<file path="src/hw/rtl/xcfp_pkg.sv">
// ----------------------------------------------------------------------------
// xcfp_pkg
// Shared constants and types for the XOR-checked frame parser.
// ----------------------------------------------------------------------------
package xcfp_pkg;

   localparam int unsigned BYTE_W    = 8;
   localparam int unsigned WORD_W    = 16;
   localparam int unsigned TICK_W    = 16;
   localparam int unsigned STATUS_W  = 2;
   localparam int unsigned PHASE_W   = 3;
   localparam int unsigned RSP_DATA_W = 2 * BYTE_W + WORD_W;

   localparam logic [BYTE_W-1:0] HDR_P     = 8'h50;
   localparam logic [BYTE_W-1:0] HDR_D     = 8'h44;
   localparam logic [BYTE_W-1:0] HDR_C     = 8'h43;
   localparam logic [BYTE_W-1:0] SEP_COLON = 8'h3A;

   localparam logic [TICK_W-1:0] TIMEOUT_RESET = 16'd500;
   localparam logic [TICK_W-1:0] TICK_MAX      = 16'hFFFF;

   localparam logic OP_BYTE = 1'b0;
   localparam logic OP_TICK = 1'b1;

   localparam logic [PHASE_W-1:0] PH_HUNT    = 3'd0;
   localparam logic [PHASE_W-1:0] PH_GOT_P   = 3'd1;
   localparam logic [PHASE_W-1:0] PH_GOT_D   = 3'd2;
   localparam logic [PHASE_W-1:0] PH_GOT_C   = 3'd3;
   localparam logic [PHASE_W-1:0] PH_LENGTH  = 3'd4;
   localparam logic [PHASE_W-1:0] PH_COLON   = 3'd5;
   localparam logic [PHASE_W-1:0] PH_COMMAND = 3'd6;
   localparam logic [PHASE_W-1:0] PH_PAYLOAD = 3'd7;

   localparam logic [STATUS_W-1:0] ST_NONE = 2'd0;
   localparam logic [STATUS_W-1:0] ST_GOOD = 2'd1;
   localparam logic [STATUS_W-1:0] ST_BAD  = 2'd2;
   localparam logic [STATUS_W-1:0] ST_LOST = 2'd3;

   typedef struct packed {
      logic [STATUS_W-1:0] frame_status;
      logic [WORD_W-1:0]   payload_word;
      logic [BYTE_W-1:0]   payload_length;
      logic [BYTE_W-1:0]   command_code;
   } result_type;

endpackage

</file>
<file path="src/hw/rtl/xcfp_parser.sv">
// ----------------------------------------------------------------------------
// xcfp_parser
// Frame parsing state, running XOR and header timer, advanced one item per
// enabled cycle; the result of the item is given combinationally.
// ----------------------------------------------------------------------------
module xcfp_parser
   import xcfp_pkg::*;
(
   input  logic              clock,
   input  logic              reset,
   input  logic              step_en,
   input  logic              operation,
   input  logic [BYTE_W-1:0] rx_byte,
   input  logic [TICK_W-1:0] timeout_ticks,
   output result_type        result
);

   logic [PHASE_W-1:0] phase_ff,   phase_in;
   logic [BYTE_W-1:0]  length_ff,  length_in;
   logic [BYTE_W-1:0]  count_ff,   count_in;
   logic [BYTE_W-1:0]  command_ff, command_in;
   logic [BYTE_W-1:0]  xor_ff,     xor_in;
   logic [WORD_W-1:0]  word_ff,    word_in;
   logic [TICK_W-1:0]  tick_ff,    tick_in;
   logic               timer_on_ff, timer_on_in;
   logic [TICK_W-1:0]  tick_inc;

   assign tick_inc = (tick_ff == TICK_MAX) ? tick_ff : tick_ff + 16'd1;

   always_comb begin
      phase_in    = phase_ff;
      length_in   = length_ff;
      count_in    = count_ff;
      command_in  = command_ff;
      xor_in      = xor_ff;
      word_in     = word_ff;
      tick_in     = tick_ff;
      timer_on_in = timer_on_ff;
      result      = '0;
      if (operation == OP_TICK) begin
         if (timer_on_ff) begin
            tick_in = tick_inc;
            if (tick_inc >= timeout_ticks) begin
               timer_on_in         = 1'b0;
               tick_in             = '0;
               phase_in            = PH_HUNT;
               result.frame_status = ST_LOST;
            end
         end
      end else begin
         unique case (phase_ff)
            PH_HUNT: begin
               if (rx_byte == HDR_P) begin
                  tick_in     = '0;
                  timer_on_in = 1'b1;
                  xor_in      = rx_byte;
                  phase_in    = PH_GOT_P;
               end
            end
            PH_GOT_P: begin
               if (rx_byte == HDR_D) begin
                  xor_in   = xor_ff ^ rx_byte;
                  phase_in = PH_GOT_D;
               end else begin
                  phase_in = PH_HUNT;
               end
            end
            PH_GOT_D: begin
               if (rx_byte == HDR_C) begin
                  xor_in   = xor_ff ^ rx_byte;
                  phase_in = PH_GOT_C;
               end else begin
                  phase_in = PH_HUNT;
               end
            end
            PH_GOT_C: begin
               if (rx_byte == HDR_C) begin
                  xor_in   = xor_ff ^ rx_byte;
                  phase_in = PH_LENGTH;
               end else begin
                  phase_in = PH_HUNT;
               end
            end
            PH_LENGTH: begin
               length_in = rx_byte;
               xor_in    = xor_ff ^ rx_byte;
               phase_in  = PH_COLON;
            end
            PH_COLON: begin
               if (rx_byte == SEP_COLON) begin
                  xor_in   = xor_ff ^ rx_byte;
                  phase_in = PH_COMMAND;
               end else begin
                  phase_in = PH_HUNT;
               end
            end
            PH_COMMAND: begin
               command_in = rx_byte;
               xor_in     = xor_ff ^ rx_byte;
               count_in   = '0;
               word_in    = '0;
               phase_in   = PH_PAYLOAD;
            end
            PH_PAYLOAD: begin
               if (count_ff == length_ff) begin
                  result.frame_status   = (xor_ff == rx_byte) ? ST_GOOD : ST_BAD;
                  result.command_code   = command_ff;
                  result.payload_length = length_ff;
                  result.payload_word   = word_ff;
                  timer_on_in           = 1'b0;
                  tick_in               = '0;
                  phase_in              = PH_HUNT;
               end else begin
                  xor_in = xor_ff ^ rx_byte;
                  if (count_ff == 8'd0) begin
                     word_in[BYTE_W-1:0] = rx_byte;
                  end else if (count_ff == 8'd1) begin
                     word_in[WORD_W-1:BYTE_W] = rx_byte;
                  end
                  count_in = count_ff + 8'd1;
               end
            end
            default: begin
               phase_in = PH_HUNT;
            end
         endcase
      end
   end

   always_ff @(posedge clock) begin
      if (reset) begin
         phase_ff    <= PH_HUNT;
         length_ff   <= '0;
         count_ff    <= '0;
         command_ff  <= '0;
         xor_ff      <= '0;
         word_ff     <= '0;
         tick_ff     <= '0;
         timer_on_ff <= 1'b0;
      end else if (step_en) begin
         phase_ff    <= phase_in;
         length_ff   <= length_in;
         count_ff    <= count_in;
         command_ff  <= command_in;
         xor_ff      <= xor_in;
         word_ff     <= word_in;
         tick_ff     <= tick_in;
         timer_on_ff <= timer_on_in;
      end
   end

endmodule

</file>
<file path="src/hw/rtl/xor_checked_frame_parser_unit.sv">
// ----------------------------------------------------------------------------
// xor_checked_frame_parser_unit
// Deframer for P D C C <len> ':' <cmd> <payload> <xor> frames with a timeout.
// ----------------------------------------------------------------------------
// Each request on the req_ channel is either a received byte (req_tuser 0)
// or one timer tick (req_tuser 1). Every request yields exactly one response
// on the rsp_ channel: rsp_tuser carries the frame status (none, good frame,
// checksum error, packet lost by timeout), rsp_tdata the command, the declared
// length and the first two payload bytes of a completed frame.
// The csr_ channel writes the timeout in ticks; it is always ready and should
// only be written while no request is in flight.
// A request is captured in an input register, parsed combinationally and the
// response lands in an output register; one request is taken every cycle
// while rsp_tready is high.
// When the receiver stalls, the output register holds its response and the
// input register holds one more request; req_tready drops only when both are
// full. Reset clears the parser to header hunting, stops the timer, empties
// both registers and loads a timeout of 500 ticks.
// ----------------------------------------------------------------------------
module xor_checked_frame_parser_unit
   import xcfp_pkg::*;
(
   input  logic                  clock,
   input  logic                  reset,
   input  logic                  req_tvalid,
   output logic                  req_tready,
   input  logic [BYTE_W-1:0]     req_tdata,   // [7:0] rx_byte
   input  logic                  req_tuser,   // [0] operation
   output logic                  rsp_tvalid,
   input  logic                  rsp_tready,
   output logic [RSP_DATA_W-1:0] rsp_tdata,   // [7:0] command_code,
                                              // [15:8] payload_length,
                                              // [31:16] payload_word
   output logic [STATUS_W-1:0]   rsp_tuser,   // [1:0] frame_status
   input  logic                  csr_valid,
   output logic                  csr_ready,
   input  logic [TICK_W-1:0]     csr_data
);

   logic              in_valid_ff;
   logic              in_op_ff;
   logic [BYTE_W-1:0] in_byte_ff;
   logic              out_valid_ff;
   result_type        out_result_ff;
   logic [TICK_W-1:0] timeout_ff;
   logic              advance;
   result_type        step_result;

   assign advance    = in_valid_ff && (!out_valid_ff || rsp_tready);
   assign req_tready = !in_valid_ff || advance;
   assign csr_ready  = 1'b1;

   always_ff @(posedge clock) begin
      if (reset) begin
         in_valid_ff <= 1'b0;
      end else if (req_tready) begin
         in_valid_ff <= req_tvalid;
      end
   end

   always_ff @(posedge clock) begin
      if (req_tready && req_tvalid) begin
         in_op_ff   <= req_tuser;
         in_byte_ff <= req_tdata;
      end
   end

   always_ff @(posedge clock) begin
      if (reset) begin
         timeout_ff <= TIMEOUT_RESET;
      end else if (csr_valid && csr_ready) begin
         timeout_ff <= csr_data;
      end
   end

   xcfp_parser u_parser (
      .clock         (clock),
      .reset         (reset),
      .step_en       (advance),
      .operation     (in_op_ff),
      .rx_byte       (in_byte_ff),
      .timeout_ticks (timeout_ff),
      .result        (step_result)
   );

   always_ff @(posedge clock) begin
      if (reset) begin
         out_valid_ff <= 1'b0;
      end else if (advance) begin
         out_valid_ff <= 1'b1;
      end else if (rsp_tready) begin
         out_valid_ff <= 1'b0;
      end
   end

   always_ff @(posedge clock) begin
      if (advance) begin
         out_result_ff <= step_result;
      end
   end

   assign rsp_tvalid = out_valid_ff;
   assign rsp_tuser  = out_result_ff.frame_status;
   assign rsp_tdata  = {out_result_ff.payload_word, out_result_ff.payload_length,
                        out_result_ff.command_code};

   a_quiet_zero: assert property (@(posedge clock) disable iff (reset)
      rsp_tvalid && (rsp_tuser == ST_NONE || rsp_tuser == ST_LOST)
         |-> rsp_tdata == '0)
      else $error("response without a frame carries nonzero data");

   a_fill_out: assert property (@(posedge clock) disable iff (reset)
      in_valid_ff && !out_valid_ff |=> out_valid_ff)
      else $error("pending request did not reach the output register");

   a_ready_empty: assert property (@(posedge clock) disable iff (reset)
      !out_valid_ff |-> req_tready)
      else $error("request channel stalled with an empty output register");

endmodule

</file>
<file path="config.mk">
export PLATFORM = sky130hd
export DESIGN_NAME = xor_checked_frame_parser_unit
export DESIGN_NICKNAME = d
export VERILOG_FILES = /design/src/hw/rtl/xcfp_pkg.sv /design/src/hw/rtl/xcfp_parser.sv /design/src/hw/rtl/xor_checked_frame_parser_unit.sv
export SDC_FILE = /design/constraint.sdc
export NUM_CORES = 1
export LEC_CHECK = 0
export BUFFER_PORTS_ARGS = -buffer_cell sky130_fd_sc_hd__buf_4
export CORE_UTILIZATION = 59
export CTS_CLUSTER_SIZE = 14
export DETAILED_ROUTE_END_ITERATION = 10
export PLACE_DENSITY = 0.84
export RECOVER_POWER = 100
export SETUP_SLACK_MARGIN = 0.5
export SYNTH_ARGS = -nofsm -noshare
export SYNTH_HDL_FRONTEND = slang
export SYNTH_SLANG_ARGS = --single-unit
</file>
<file path="constraint.sdc">
create_clock -name clock -period 3.7 [get_ports clock]
set_input_delay 1.11 -clock clock [delete_from_list [all_inputs] [get_ports clock]]
set_output_delay 1.11 -clock clock [all_outputs]
set_load 0.05 [all_outputs]
</file>
==> metrics.md <==
| Metric | Value |
|---|---|
| Antenna Cells | `0` |
| Register bit total from synthesis | `129` |
| Synth async-reset ratio | `0%` |
| CTS Buffer Depth | `2` |
| GR Overflow Total | `0` |
| Post-DP HPWL | `around 9 mm` |
| All-Layer GR Usage | `26.48%` |
| Final antenna-violating net count | `0` |
| CTS buffer count | `17` |
| CP max stage delay | `0.40 ns` |
| Final Hold Fails | `0` |
| Initial Util | `60.47%` |
| Max Fclk | `287.3 MHz` |
| CP Launch Type | `register` |
| Cell breakdown of the critical path | `and3_4 -> and2_4 -> nand2_4 -> o211ai_1 -> xnor2_1 -> ha_1 -> nand2_2 -> or3_4 -> o221ai_4 -> a31oi_1 -> a311oi_2 -> buf_4 -> mux2i_1 -> nor2_1` |
| Die W | `about 100 um` |
| Peak VDD IR | `293.1 uV` |
| Final cell count without fillers | `865` |
| Slew Limit Fails | `35` |
| Post-Place Cells | `817` |
| Layout cells sized above 1 | `17.01%` |
| CTS clk-pin slew, worst paths | `0.06 ns` |
| Mapped cell area | `6187 um2` |
| Seq/Total Area, Yosys | `48.70%` |
| FF-to-FF path depth | `14` |
| Worst-Skew Late Latency | `0.52 ns` |
| CP Capture Type | `register` |
| Worst R2R Start | `u_parser.tick_ff[12]$_SDFFE_PP0P_` |
| Slowest cell on crit path | `dfxtp_1` |
| Switching fraction of total power | `23.43%` |
| H-tree depth | `4` |
| Skew final | `0.005159 ns` |
| Area Growth Syn to Fin | `20.32%` |
| Critical R2R Capture | `u_parser.phase_ff[2]$_SDFFE_PP0P_` |
| CP delay by family, top | `compound AO/OA/AOI/OAI gates` |
| Routed WL | `around 14 mm` |
| CTS tree | `built` |
| Placer Congestion | `0.8888` |
| Die Height | `104.4 um` |
| Worst hold path depth | `2` |
| Worst slew pin tran | `~1.7 ns` |
| CTS sink cnt | `about 130` |
| Root Buffer | `clkbuf_8` |
| Yosys top cell by area | `dfxtp_1` |
| Number of I/O port buffers | `65` |
| Register share of total power | `44.1%` |
| Yosys warnings | `0` |
| Post-synth EDFFs | `43` |
| Die area | `10900 um2` |
| Setup violators final | `0` |
| Syn Nets | `about 700` |
| Row Count | `37` |
| Largest net degree at the start of global routing | `69` |
| Unrepaired setup endpoints after global routing | `yes` |
| Final Cell Area | `between 7000 and 8000 um2` |
| Synth top area share | `27.83%` |
| Mapped Avg Cell Area | `9.548 um2` |
| Router iterations before antenna repair | `5` |
| HP Class | `register to register` |
| Ranking of synthesized cells by area | `dfxtp_1, edfxtp_1, a21oi_1, ha_1, nand2_1` |
| Area post-placement | `6711 um2` |
| Outcome | `finished, violations left` |
| P_sw | `812.7 uW` |
| Wire length per cell | `16.45 um` |
| Slew margin rel. | `-15.36%` |
| WP data required | `4.05 ns` |
| Minimum clock period | `3.481 ns` |
| Buf/Inv on CP | `1` |
| Violated checks | `max-capacitance violations, max-slew violations` |
| Hold Path End | `u_parser.word_ff[2]$_SDFFE_PP0P_` |
| First-pass GRT wire length | `22.67 mm` |
| CP max FO | `5` |
| Max Cap Viol | `1` |
| Final period utilization | `94.09%` |
| FF-to-FF setup slack | `0.22 ns` |
| CP Data Arrival Time | `3.83 ns` |
| Post-Syn Instances | `approximately 650` |
| Vias in the first global route | `4778` |
| Core area | `10230 um2` |
| Post-route DRC | `0` |
| # IOs | `67` |
| WS Path Type | `register to register` |
| Post-synth top flop | `dfxtp_1` |
| HP Start | `u_parser.word_ff[2]$_SDFFE_PP0P_` |
| Initial antenna violation count | `0` |
| # hold bufs at CTS | `0` |
| Power Dens Cells | `465.9 nW/um2` |
| Internal power | `2656 uW` |
| Total Power | `about 3500 uW` |
| DR vias/cell | `approximately 6` |
| # nets final | `between 700 and 800` |
| Comb power frac | `5.6%` |
| Final setup TNS | `0 ns` |
| Pleak | `0.002781 uW` |
| Clk pwr share | `50.3%` |
| Distinct cell type count after synthesis | `61` |
| Initial DRC Count | `446` |
| Via Count | `5104` |
layout make-up:
| class | count | area, um2 |
|---|---|---|
| Clock buffer | 18 | 417.9 |
| Clock inverter | 14 | 202.7 |
| Fill cell | 740 | 2786 |
| Inverter | 29 | 108.9 |
| Multi-Input combinational cell | 450 | 2989 |
| Sequential cell | 129 | 3044 |
| Tap cell | 136 | 170.2 |
| Timing Repair Buffer | 89 | 511.7 |
logic make-up (layout without fill, tap and decap cells):
family                     after synthesis  in the layout  share of synthesized area, %
DFF                                    129            129                         48.70
buffers and inverters                   70            150                         5.096
adders and majority gates               20             20                         4.044
other                                    1              1                       0.06061
AOI/OAI and AO/OA                      118            118                         12.19
and+or+nand+nor                        255            256                         21.60
xor gates and xnor gates                31             31                         4.388
muxes                                   24             24                         3.923
routing by layer:
metal	track usage, %	part of all wire (%)
met5	0	0
met4	13.47	2.2
met3	5.013	6.7
met2	42.38	49
met1	34.22	42
flip-flops by register name, summed over array words and instances (netlist names):
signal	count
in_op_ff	1
u_parser.xor_ff	8
in_byte_ff	8
rsp_tdata	32
u_parser.command_ff	8
rsp_tuser	2
timeout_ff	16
u_parser.timer_on_ff	1
rsp_tvalid	1
u_parser.phase_ff	3
in_valid_ff	1
u_parser.word_ff	16
u_parser.count_ff	8
u_parser.length_ff	8
u_parser.tick_ff	16
Yosys cell counts (3+ instances only):
master,n
nor4_1,4
clkbuf_1,17
or3_1,6
o32ai_1,6
ha_1,20
xnor2_1,21
nand3b_1,8
buf_2,10
o21ai_1,6
and3_1,8
nand2b_1,5
dfxtp_1,86
nor3_1,11
o211ai_1,7
buf_1,4
o21ai_0,14
xor2_1,10
nand2_1,60
a31oi_1,7
mux2i_1,22
edfxtp_1,43
nor3b_1,3
buf_4,6
o31ai_1,3
a22o_1,8
a21oi_1,52
inv_1,29
or2_1,3
nand4_1,7
nor2_1,55
and2_1,34
nand3_1,37
repair_timing:
action                     in CTS  in global routing
setup buffers                   3                 12
setup endpoints to repair      22                 22
pin swaps                       5                 17
gates cloned                    1                  0
resized for setup              28                 30
worst reg2reg max path: stages, from the launching register on:
cell and delay (ns):
dfxtp_1 0.40, and3_4 0.22, and2_4 0.17, nand2_4 0.06, o211ai_1 0.35, xnor2_1 0.16, ha_1 0.34, nand2_2 0.07
or3_4 0.34, o221ai_4 0.20, a31oi_1 0.22, a311oi_2 0.32, buf_4 0.17, mux2i_1 0.23, nor2_1 0.07
worst max-delay path by stage:
stage                                                  from                                end  cells past startpoint
after floorplan                                  rsp_tready   u_parser.tick_ff[8]$_SDFFE_PP0P_                      8
after global placement     u_parser.tick_ff[1]$_SDFFE_PP0P_  u_parser.tick_ff[12]$_SDFFE_PP0P_                     14
after detailed placement   u_parser.tick_ff[1]$_SDFFE_PP0P_   u_parser.tick_ff[7]$_SDFFE_PP0P_                     13
after CTS                 u_parser.tick_ff[13]$_SDFFE_PP0P_  u_parser.phase_ff[2]$_SDFFE_PP0P_                     14
after global routing      u_parser.tick_ff[12]$_SDFFE_PP0P_  u_parser.phase_ff[2]$_SDFFE_PP0P_                     14
final                     u_parser.tick_ff[12]$_SDFFE_PP0P_  u_parser.phase_ff[2]$_SDFFE_PP0P_                     14
per-stage QoR:
stage	util, %	hold slack (ns)	setup WS, ns
final	72.77	0.4591	0.2188
after global placement	65.60	0.4387	0.1983
after detailed placement	65.60	0.4461	0.06694
after CTS	72.83	0.4574	0.5155
after floorplan	-	0.4273	0.5476
after global routing	72.77	0.4858	0.1192
layout by cell type, fill, tap and decap left out, types with 7 or more instances in the layout:
| cell | n |
|---|---|
| o21ai_0 | 18 |
| a31oi_1 | 8 |
| clkbuf_16 | 16 |
| o211ai_1 | 7 |
| buf_4 | 35 |
| xor2_1 | 10 |
| xnor2_1 | 20 |
| mux2i_1 | 22 |
| ha_1 | 19 |
| and2_0 | 18 |
| dfxtp_1 | 73 |
| nand2_1 | 58 |
| a22o_1 | 8 |
| clkbuf_4 | 10 |
| nor3_1 | 10 |
| nand3b_1 | 8 |
| clkbuf_1 | 43 |
| nand3_1 | 32 |
| and2_1 | 15 |
| inv_1 | 29 |
| nand4_1 | 7 |
| a21oi_1 | 51 |
| nor2_1 | 54 |
| edfxtp_1 | 43 |
| dfxtp_2 | 7 |
power groups by stage:
stage          sequential [uW]  combinational (uW)  clock (uW)
5_1_grt                   1530                 210        1830
4_1_cts                   1530                 213        1760
3_3_place_gp              1560                 206           0
3_5_place_dp              1560                 210           0
2_1_floorplan             1610                88.6           0
6_report                  1530                 195        1740
Power figures use the tool's default switching activity.
